==> src/rtl/ultrasonic_range_controller_defines.svh <==
// ---------------------------------------------------------------------------
// Ultrasonic range controller assertion macros
// Clocked property checks; they compile away when SYNTH is defined.
// ---------------------------------------------------------------------------
`ifndef ULTRASONIC_RANGE_CONTROLLER_DEFINES_SVH
`define ULTRASONIC_RANGE_CONTROLLER_DEFINES_SVH

`ifndef SYNTH
`define URC_ASSERT(label, prop) \
    label: assert property (@(posedge clk) disable iff (!rst_n) (prop)) \
        else $error("urc assertion failed");
`define URC_NEVER(label, cond) `URC_ASSERT(label, !(cond))
`else
`define URC_ASSERT(label, prop)
`define URC_NEVER(label, cond)
`endif

`endif

==> src/rtl/urc_pkg.sv <==
// ---------------------------------------------------------------------------
// Ultrasonic range controller package
// Shared widths, phase and register codes, config and result beat types.
// ---------------------------------------------------------------------------
package urc_pkg;

    localparam int COUNT_BITS    = 16;
    localparam int TIMER_BITS    = 20;
    localparam int DIST_BITS     = 14;
    localparam int THRESH_BITS   = 10;
    localparam int HOLDOFF_BITS  = 20;
    localparam int PULSE_BITS    = 8;
    localparam int CFG_ADDR_BITS = 4;
    localparam int CFG_DATA_BITS = 32;

    // ticks*17 fits in COUNT_BITS+5 bits; divide by 100 through a reciprocal
    localparam int PROD_BITS   = COUNT_BITS + 5;
    localparam int RECIP_SHIFT = PROD_BITS + 7;
    localparam int RECIP_BITS  = RECIP_SHIFT - 6;
    localparam int QUO_BITS    = PROD_BITS - 6;
    localparam logic [RECIP_BITS-1:0] RECIP =
        RECIP_BITS'((64'd1 << RECIP_SHIFT) / 100 + 1);

    localparam logic [COUNT_BITS-1:0] COUNT_MAX = '1;
    localparam logic [TIMER_BITS-1:0] TIMER_MAX = '1;
    localparam logic [DIST_BITS-1:0]  DIST_MAX  = '1;

    localparam logic [1:0] IND_OFF  = 2'b00;
    localparam logic [1:0] IND_NEAR = 2'b01;
    localparam logic [1:0] IND_FAR  = 2'b10;

    localparam logic [1:0] REG_THRESHOLD = 2'd0;
    localparam logic [1:0] REG_HOLDOFF   = 2'd1;
    localparam logic [1:0] REG_TRIGGER   = 2'd2;
    localparam logic [1:0] REG_PRE_LOW   = 2'd3;

    typedef enum logic [2:0] {
        PH_PRE_LOW   = 3'd0,
        PH_TRIG_HIGH = 3'd1,
        PH_WAIT_ECHO = 3'd2,
        PH_COUNT     = 3'd3,
        PH_HOLDOFF   = 3'd4
    } phase_t;

    typedef struct packed {
        logic [THRESH_BITS-1:0]  threshold_cm;
        logic [HOLDOFF_BITS-1:0] holdoff_ticks;
        logic [PULSE_BITS-1:0]   trigger_ticks;
        logic [PULSE_BITS-1:0]   pre_low_ticks;
    } cfg_t;

    typedef struct packed {
        logic                 trigger_level;
        logic                 distance_valid;
        logic [DIST_BITS-1:0] distance_cm;
        logic                 led_near;
        logic                 led_far;
    } result_t;

endpackage

==> src/rtl/urc_cfg_regs.sv <==
// ---------------------------------------------------------------------------
// Ultrasonic range controller config registers
// APB register file for threshold, holdoff and pulse lengths.
// ---------------------------------------------------------------------------
module urc_cfg_regs (
    input  logic                                 clk,
    input  logic                                 rst_n,
    input  logic                                 psel,
    input  logic                                 penable,
    input  logic                                 pwrite,
    input  logic [urc_pkg::CFG_ADDR_BITS-1:0]    paddr,
    input  logic [urc_pkg::CFG_DATA_BITS-1:0]    pwdata,
    output logic [urc_pkg::CFG_DATA_BITS-1:0]    prdata,
    output logic                                 pready,
    output urc_pkg::cfg_t                        cfg
);

    urc_pkg::cfg_t cfg_reg;
    logic          wr_en;
    logic [1:0]    reg_idx;

    assign pready  = 1'b1;
    assign wr_en   = psel && penable && pwrite;
    assign reg_idx = paddr[3:2];
    assign cfg     = cfg_reg;

    always_ff @(posedge clk or negedge rst_n)
    begin
        if (!rst_n)
        begin
            cfg_reg.threshold_cm  <= urc_pkg::THRESH_BITS'(10);
            cfg_reg.holdoff_ticks <= urc_pkg::HOLDOFF_BITS'(10000);
            cfg_reg.trigger_ticks <= urc_pkg::PULSE_BITS'(1);
            cfg_reg.pre_low_ticks <= urc_pkg::PULSE_BITS'(1);
        end
        else if (wr_en)
        begin
            unique case (reg_idx)
                urc_pkg::REG_THRESHOLD:
                    cfg_reg.threshold_cm <= pwdata[urc_pkg::THRESH_BITS-1:0];
                urc_pkg::REG_HOLDOFF:
                    cfg_reg.holdoff_ticks <= pwdata[urc_pkg::HOLDOFF_BITS-1:0];
                urc_pkg::REG_TRIGGER:
                    cfg_reg.trigger_ticks <= pwdata[urc_pkg::PULSE_BITS-1:0];
                urc_pkg::REG_PRE_LOW:
                    cfg_reg.pre_low_ticks <= pwdata[urc_pkg::PULSE_BITS-1:0];
                default:
                    cfg_reg <= cfg_reg;
            endcase
        end
    end

    always_comb
    begin
        unique case (reg_idx)
            urc_pkg::REG_THRESHOLD:
                prdata = urc_pkg::CFG_DATA_BITS'(cfg_reg.threshold_cm);
            urc_pkg::REG_HOLDOFF:
                prdata = urc_pkg::CFG_DATA_BITS'(cfg_reg.holdoff_ticks);
            urc_pkg::REG_TRIGGER:
                prdata = urc_pkg::CFG_DATA_BITS'(cfg_reg.trigger_ticks);
            urc_pkg::REG_PRE_LOW:
                prdata = urc_pkg::CFG_DATA_BITS'(cfg_reg.pre_low_ticks);
            default:
                prdata = '0;
        endcase
    end

endmodule

==> src/rtl/urc_core.sv <==
// ---------------------------------------------------------------------------
// Ultrasonic range controller core
// Phase sequencer, phase timer, echo counter and distance conversion.
// ---------------------------------------------------------------------------
`include "ultrasonic_range_controller_defines.svh"

module urc_core (
    input  logic              clk,
    input  logic              rst_n,
    input  logic              step,
    input  logic              echo_level,
    input  urc_pkg::cfg_t     cfg,
    output urc_pkg::result_t  result
);

    urc_pkg::phase_t                    phase_reg, phase_next;
    logic [urc_pkg::TIMER_BITS-1:0]     timer_reg, timer_next;
    logic [urc_pkg::COUNT_BITS-1:0]     echo_ticks_reg, echo_ticks_next;
    logic [urc_pkg::DIST_BITS-1:0]      dist_reg, dist_next;
    logic [1:0]                         indicator_reg, indicator_next;

    logic [urc_pkg::HOLDOFF_BITS-1:0]   lim;
    logic [urc_pkg::TIMER_BITS-1:0]     lim_clip;
    logic [urc_pkg::TIMER_BITS-1:0]     timer_inc;
    logic                               timer_done;
    logic [urc_pkg::PULSE_BITS-1:0]     trig_lim, pre_lim;
    logic [urc_pkg::PROD_BITS-1:0]      prod17;
    logic [urc_pkg::PROD_BITS+urc_pkg::RECIP_BITS-1:0] prod_recip;
    logic [urc_pkg::QUO_BITS-1:0]       quo;
    logic [urc_pkg::DIST_BITS-1:0]      dist_calc;
    logic                               trig;
    logic                               valid;

    // zero pulse lengths act as one tick
    assign trig_lim = (cfg.trigger_ticks == '0) ? urc_pkg::PULSE_BITS'(1) : cfg.trigger_ticks;
    assign pre_lim  = (cfg.pre_low_ticks == '0) ? urc_pkg::PULSE_BITS'(1) : cfg.pre_low_ticks;

    always_comb
    begin
        case (phase_reg)
            urc_pkg::PH_TRIG_HIGH: lim = urc_pkg::HOLDOFF_BITS'(trig_lim);
            urc_pkg::PH_HOLDOFF:   lim = cfg.holdoff_ticks;
            default:               lim = urc_pkg::HOLDOFF_BITS'(pre_lim);
        endcase
    end

    assign lim_clip = (32'(lim) > 32'(urc_pkg::TIMER_MAX)) ? urc_pkg::TIMER_MAX
                                                           : urc_pkg::TIMER_BITS'(lim);
    assign timer_inc  = (timer_reg < urc_pkg::TIMER_MAX) ? timer_reg + 1'b1 : timer_reg;
    assign timer_done = (timer_inc >= lim_clip);

    // floor(ticks*17/100): shift-add by 17, then reciprocal multiply
    assign prod17     = (urc_pkg::PROD_BITS'(echo_ticks_reg) << 4)
                      + urc_pkg::PROD_BITS'(echo_ticks_reg);
    assign prod_recip = (urc_pkg::PROD_BITS+urc_pkg::RECIP_BITS)'(prod17)
                      * (urc_pkg::PROD_BITS+urc_pkg::RECIP_BITS)'(urc_pkg::RECIP);
    assign quo        = prod_recip[urc_pkg::RECIP_SHIFT +: urc_pkg::QUO_BITS];
    assign dist_calc  = (32'(quo) > 32'(urc_pkg::DIST_MAX)) ? urc_pkg::DIST_MAX
                                                            : urc_pkg::DIST_BITS'(quo);

    always_comb
    begin
        phase_next      = phase_reg;
        timer_next      = timer_reg;
        echo_ticks_next = echo_ticks_reg;
        dist_next       = dist_reg;
        indicator_next  = indicator_reg;
        trig            = 1'b0;
        valid           = 1'b0;
        unique case (phase_reg)
            urc_pkg::PH_TRIG_HIGH:
            begin
                trig       = 1'b1;
                timer_next = timer_inc;
                if (timer_done)
                begin
                    phase_next = urc_pkg::PH_WAIT_ECHO;
                    timer_next = '0;
                end
            end
            urc_pkg::PH_WAIT_ECHO:
            begin
                if (echo_level)
                begin
                    echo_ticks_next = urc_pkg::COUNT_BITS'(1);
                    phase_next      = urc_pkg::PH_COUNT;
                end
            end
            urc_pkg::PH_COUNT:
            begin
                if (echo_level)
                begin
                    if (echo_ticks_reg < urc_pkg::COUNT_MAX)
                    begin
                        echo_ticks_next = echo_ticks_reg + 1'b1;
                    end
                end
                else
                begin
                    dist_next      = dist_calc;
                    indicator_next = (dist_calc < urc_pkg::DIST_BITS'(cfg.threshold_cm))
                                   ? urc_pkg::IND_NEAR : urc_pkg::IND_FAR;
                    valid          = 1'b1;
                    timer_next     = '0;
                    phase_next     = (cfg.holdoff_ticks == '0) ? urc_pkg::PH_PRE_LOW
                                                               : urc_pkg::PH_HOLDOFF;
                end
            end
            urc_pkg::PH_HOLDOFF:
            begin
                timer_next = timer_inc;
                if (timer_done)
                begin
                    phase_next = urc_pkg::PH_PRE_LOW;
                    timer_next = '0;
                end
            end
            default:
            begin
                phase_next = urc_pkg::PH_PRE_LOW;
                timer_next = timer_inc;
                if (timer_done)
                begin
                    phase_next = urc_pkg::PH_TRIG_HIGH;
                    timer_next = '0;
                end
            end
        endcase
    end

    always_ff @(posedge clk or negedge rst_n)
    begin
        if (!rst_n)
        begin
            phase_reg      <= urc_pkg::PH_PRE_LOW;
            timer_reg      <= '0;
            echo_ticks_reg <= '0;
            dist_reg       <= '0;
            indicator_reg  <= urc_pkg::IND_OFF;
        end
        else if (step)
        begin
            phase_reg      <= phase_next;
            timer_reg      <= timer_next;
            echo_ticks_reg <= echo_ticks_next;
            dist_reg       <= dist_next;
            indicator_reg  <= indicator_next;
        end
    end

    assign result.trigger_level  = trig;
    assign result.distance_valid = valid;
    assign result.distance_cm    = dist_next;
    assign result.led_near       = indicator_next[0];
    assign result.led_far        = indicator_next[1];

    `URC_ASSERT(a_count_nonzero, (phase_reg == urc_pkg::PH_COUNT) |-> (echo_ticks_reg != '0))
    `URC_ASSERT(a_ind_onehot0, $onehot0(indicator_reg))
    `URC_ASSERT(a_idle_holds, !step |=> ($stable(phase_reg) && $stable(timer_reg)))
    `URC_ASSERT(a_meas_exit, (step && valid) |=>
        (phase_reg == urc_pkg::PH_HOLDOFF || phase_reg == urc_pkg::PH_PRE_LOW))

endmodule

==> src/rtl/urc_out_buf.sv <==
// ---------------------------------------------------------------------------
// Ultrasonic range controller output buffer
// Output register plus skid stage; input ready is driven from the skid flag.
// ---------------------------------------------------------------------------
module urc_out_buf (
    input  logic              clk,
    input  logic              rst_n,
    input  logic              in_valid,
    output logic              in_ready,
    input  urc_pkg::result_t  in_beat,
    output logic              out_valid,
    input  logic              out_ready,
    output urc_pkg::result_t  out_beat
);

    logic              out_valid_reg;
    logic              skid_valid_reg;
    urc_pkg::result_t  out_reg;
    urc_pkg::result_t  skid_reg;
    logic              acc;
    logic              room;

    assign in_ready  = !skid_valid_reg;
    assign acc       = in_valid && in_ready;
    assign room      = !out_valid_reg || out_ready;
    assign out_valid = out_valid_reg;
    assign out_beat  = out_reg;

    always_ff @(posedge clk or negedge rst_n)
    begin
        if (!rst_n)
        begin
            out_valid_reg  <= 1'b0;
            skid_valid_reg <= 1'b0;
        end
        else if (room)
        begin
            out_valid_reg  <= skid_valid_reg || acc;
            skid_valid_reg <= 1'b0;
        end
        else if (acc)
        begin
            skid_valid_reg <= 1'b1;
        end
    end

    always_ff @(posedge clk)
    begin
        if (room)
        begin
            out_reg <= skid_valid_reg ? skid_reg : in_beat;
        end
        else if (acc)
        begin
            skid_reg <= in_beat;
        end
    end

endmodule

==> src/rtl/ultrasonic_range_controller.sv <==
// A result beat is registered in the output or skid register. One tick beat
// per cycle while in_ready is high; the phase update is a single pass from
// the state registers through the timer compare and distance multiply.
// A two-deep output buffer registers in_ready, with no path from out_ready.
// Reset (rst_n low, async): pre-low phase, counters and distance zero,
// indicators off, registers at their defaults; no clearing pass.
// ---------------------------------------------------------------------------
// Ultrasonic range controller
// Trigger/echo ranging sequencer with distance output and near/far indicator.
// ---------------------------------------------------------------------------
module ultrasonic_range_controller (
    input  logic                               clk,
    input  logic                               rst_n,
    input  logic                               psel,
    input  logic                               penable,
    input  logic                               pwrite,
    input  logic [urc_pkg::CFG_ADDR_BITS-1:0]  paddr,
    input  logic [urc_pkg::CFG_DATA_BITS-1:0]  pwdata,
    output logic [urc_pkg::CFG_DATA_BITS-1:0]  prdata,
    output logic                               pready,
    input  logic                               in_valid,
    output logic                               in_ready,
    input  logic                               echo_level,
    output logic                               out_valid,
    input  logic                               out_ready,
    output logic                               trigger_level,
    output logic                               distance_valid,
    output logic [urc_pkg::DIST_BITS-1:0]      distance_cm,
    output logic                               led_near,
    output logic                               led_far
);

    urc_pkg::cfg_t     cfg;
    urc_pkg::result_t  core_beat;
    urc_pkg::result_t  out_beat;
    logic              step;

    assign step = in_valid && in_ready;

    urc_cfg_regs u_cfg (
        .clk     (clk),
        .rst_n   (rst_n),
        .psel    (psel),
        .penable (penable),
        .pwrite  (pwrite),
        .paddr   (paddr),
        .pwdata  (pwdata),
        .prdata  (prdata),
        .pready  (pready),
        .cfg     (cfg)
    );

    urc_core u_core (
        .clk        (clk),
        .rst_n      (rst_n),
        .step       (step),
        .echo_level (echo_level),
        .cfg        (cfg),
        .result     (core_beat)
    );

    urc_out_buf u_out (
        .clk       (clk),
        .rst_n     (rst_n),
        .in_valid  (in_valid),
        .in_ready  (in_ready),
        .in_beat   (core_beat),
        .out_valid (out_valid),
        .out_ready (out_ready),
        .out_beat  (out_beat)
    );

    assign trigger_level  = out_beat.trigger_level;
    assign distance_valid = out_beat.distance_valid;
    assign distance_cm    = out_beat.distance_cm;
    assign led_near       = out_beat.led_near;
    assign led_far        = out_beat.led_far;

endmodule

==> config.mk <==
export PLATFORM = sky130hd
export DESIGN_NAME = ultrasonic_range_controller
export DESIGN_NICKNAME = d
export VERILOG_FILES = /design/src/rtl/urc_pkg.sv /design/src/rtl/urc_cfg_regs.sv /design/src/rtl/urc_core.sv /design/src/rtl/urc_out_buf.sv /design/src/rtl/ultrasonic_range_controller.sv
export VERILOG_INCLUDE_DIRS = /design/src /design/src/rtl
export SDC_FILE = /design/constraint.sdc
export NUM_CORES = 1
export LEC_CHECK = 0
export BUFFER_PORTS_ARGS = -buffer_cell sky130_fd_sc_hd__buf_2
export CAP_MARGIN = 10
export CORE_AREA = 5 5 166 168
export CTS_BUF_LIST = sky130_fd_sc_hd__clkbuf_4 sky130_fd_sc_hd__clkbuf_8 sky130_fd_sc_hd__clkbuf_16
export DETAILED_ROUTE_END_ITERATION = 8
export DIE_AREA = 0 0 171 173
export PLACE_DENSITY = 0.89
export SLEW_MARGIN = 5
export SYNTH_ARGS = -nofsm -noshare
export SYNTH_HDL_FRONTEND = slang
export SYNTH_SLANG_ARGS = --single-unit
==> constraint.sdc <==
create_clock -name clk -period 11.7 [get_ports clk]
set_clock_uncertainty 0.05 [all_clocks]
set_input_delay 1.17 -clock clk [delete_from_list [all_inputs] [get_ports clk]]
set_output_delay 1.17 -clock clk [all_outputs]
set_load 0.03 [all_outputs]
==> results.txt <==
Outcome -> completed
RSZ-0062 raised after global routing -> no
Post-route design area -> 0.0176 mm^2
Pins Over Slew Limit -> 0
Vias in the first global route -> 13.7k
Antenna diodes -> 0
Compound-gate portion of the synthesized area -> 10.8%
# IOs -> 97
Post-synthesis instance total -> 1668
Max cap viols -> 0
Dpl hpwl -> 33000 um
Fin. Hold Viols -> 0
Largest net degree at the start of global routing -> 70
Layout cells sized above 1 -> 12.7%
Sequential cell area fraction in the yosys report -> 22.5%
Simple-Gate Fraction of Synth Area -> 11.6%
Post-CTS Setup Repair Bufs -> 0
Core area -> 0.0258 mm^2
Drt first-iter violations -> 1020
Die Y-Extent -> 173 um
Die X -> 171 um
Placed insts -> 2046
Hold endpoint -> u_core.dist_reg[11]
Hold Crit Depth -> 2
Worst r2r dst -> u_out.out_beat[0]
Slew HR -> 19.0%
Dominant synthesized flop cell -> dfrtp_1
Placer Congestion -> 0.990
Fmax achieved -> 90.5 MHz
Mapped Area -> 0.0163 mm^2
Final period util -> 94.4%
Syn Area/Cell -> 9.76 um^2
Clk_lat worst skew -> 0.45 ns
Routed len/inst -> 19.9 um
Worst endpoint required time -> 11.83 ns
Clock buffer depth -> 2
Synth top area share -> 19.2%
Post-Route WL -> 41500 um
Post-Synth XOR/XNOR Area -> 3.71%
Clk sink count -> 139
Initial Util -> 63.2%
R2R Setup Slk -> 0.65 ns
Mux cell area share after synthesis -> 5.44%
FFs w/ async S/R, synth -> 74.1%
Least-Margin Pin Slew -> 1.21 ns
Adder and majority cell fraction of the synthesized area -> 37.7%
Critical Path Fanout Max -> 9
R2R cell count -> 40
Final Setup Violations -> 0
Placed cell area -> 0.0169 mm^2
Number of flip-flops in the largest register -> 46
Critical path data arrival time -> 11.18 ns
Port bufs -> 69
Cell accounting for the most synthesized area -> ha_1
Most numerous cell in the Yosys netlist -> inv_1
Most frequent CP cell -> inv_1
Fin cells -> 2079
Die area -> 0.0296 mm^2
First-pass GRT wire length -> 69100 um
CTS H-tree lvls -> 4
R2R Path Start -> u_core.echo_ticks_reg[1]
Post-synth EDFFs -> 36
Final min period -> 11.05 ns
Synth cell count leaders -> inv_1 (286), ha_1 (250), fa_1 (150), nand2_1 (122), dfrtp_1 (94)
CTS Buf Count -> 17
Detailed-route via count -> 12.7k
HP Start -> u_core.dist_reg[11]
Largest family of logic cells by synthesized area -> adder cells
Final TNS setup -> 0 ns
Vias/cell -> 6.10
Final ANT Viol Nets -> 0
DR pass1 iterations -> 5
Worst Setup End Kind -> register
Hold Path Class -> register to register
CP max stage delay -> 0.62 ns
Initial antenna violation count -> 1
Seq cells post-synth -> 139
GR Overflow Total -> 0
Clock Tree Root -> clkbuf_16
Final Net Count -> 2175
TritonCTS clock tree -> built
Synth unique cells -> 83
Rows -> 59
Worst Setup Path Type -> register to register
# DRC -> 0
Main area contributors after synthesis -> ha_1 (19%), fa_1 (18%), dfrtp_1 (14%), edfxtp_1 (6.6%), inv_1 (6.6%)
Total track usage -> 28.9%
Ys Warns -> 0
CP Launch Type -> register
Area grow syn2layout -> 7.92%
Worst path slowest cell -> dfrtp_1
Worst-path clk slew -> 0.07 ns
Post-CTS Hold Buffers -> 0
-- worst max-delay path, delay by kind of cell (launching register included) --
kind                     cells  cell delay [ns]
AO/OA/AOI/OAI               10             2.07
XOR/XNOR                     1             0.22
adder cells (fa/ha/maj)     10             4.02
buffers and inverters        7             0.66
flip-flops                   1             0.62
multiplexers                 3             0.86
AND/OR/NAND/NOR              9             2.24
-- stage by stage --
stage / util [%] / setup WS (ns) / hold slack, ns
6_report: 68.2 / 0.653 / 0.453
5_1_grt: 68.2 / 0.0740 / 0.468
4_1_cts: 68.0 / 0.373 / 0.449
3_5_place_dp: 65.7 / 0.487 / 0.416
3_3_place_gp: 65.7 / 0.658 / 0.411
2_1_floorplan: - / 1.75 / 0.397
-- routing by layer --
layer	GRT usage, %	vias to the layer above	part of all wire [%]	wire (um)
met3	5.46	145	7.1	2960
met5	0	-	0.031	13
met2	49.5	589	50	20900
li1	-	5762	-	-
met1	36.2	6188	39	16000
met4	11.0	2	3.8	1590
-- layout by cell type, fill, tap and decap left out, drive strengths merged, types with 13 or more instances in the layout --
| cell type | netlist | routed |
|---|---|---|
| nand4 | 22 | 22 |
| a22o | 26 | 26 |
| xor2 | 24 | 24 |
| clkbuf | 22 | 19 |
| inv | 287 | 294 |
| nor2 | 95 | 95 |
| and2 | 19 | 19 |
| a211oi | 13 | 13 |
| nor3 | 19 | 19 |
| edfxtp | 36 | 36 |
| buf | 28 | 83 |
| xnor2 | 44 | 44 |
| fa | 150 | 150 |
| ha | 250 | 250 |
| a21o | 23 | 23 |
| o21ai | 59 | 59 |
| nand2 | 123 | 123 |
| a21oi | 84 | 84 |
| nand3 | 32 | 32 |
| conb | 2 | 13 |
| mux2 | 59 | 59 |
| dfrtp | 94 | 94 |
-- worst max-delay path by stage --
stage	to	cells after the start	start	slack [ns]
floorplan	u_out.out_beat[0]	39	u_core.echo_ticks_reg[1]	1.75
global placement	u_out.out_beat[0]	37	u_core.echo_ticks_reg[1]	0.66
detailed placement	u_out.out_beat[0]	38	u_core.echo_ticks_reg[0]	0.49
CTS	u_out.out_beat[0]	36	u_core.echo_ticks_reg[0]	0.37
global route	u_out.out_beat[0]	38	u_core.echo_ticks_reg[1]	0.07
finish	u_out.out_beat[0]	40	u_core.echo_ticks_reg[1]	0.65
-- cells by family (layout without fill, tap and decap cells) --
logic type | count (synthesis) | count (layout)
compound gates | 269 | 269
xor+xnor | 68 | 68
mux | 71 | 71
buf+inv | 337 | 402
other cells | 2 | 13
fa+ha+maj | 400 | 400
flops | 139 | 139
simple gates | 382 | 382
-- cell type report --
class,count,area (um^2)
multi-input cells,1203,11400
fillers,1813,8200
flip-flops and latches,139,3670
inverters,287,1080
clock buffers,19,458
repair buffers,83,457
well taps,335,419
clock inverters,13,130
-- what timing repair did --
| item | 4_1_cts | 5_1_grt |
|---|---|---|
| hold endpoints to repair | 0 | 0 |
| setup endpoints to repair | 0 | 6 |
| resized for setup | 0 | 6 |
Power is not shown: default switching activity piles up to over one toggle a cycle in this logic, so the estimate is an artifact.
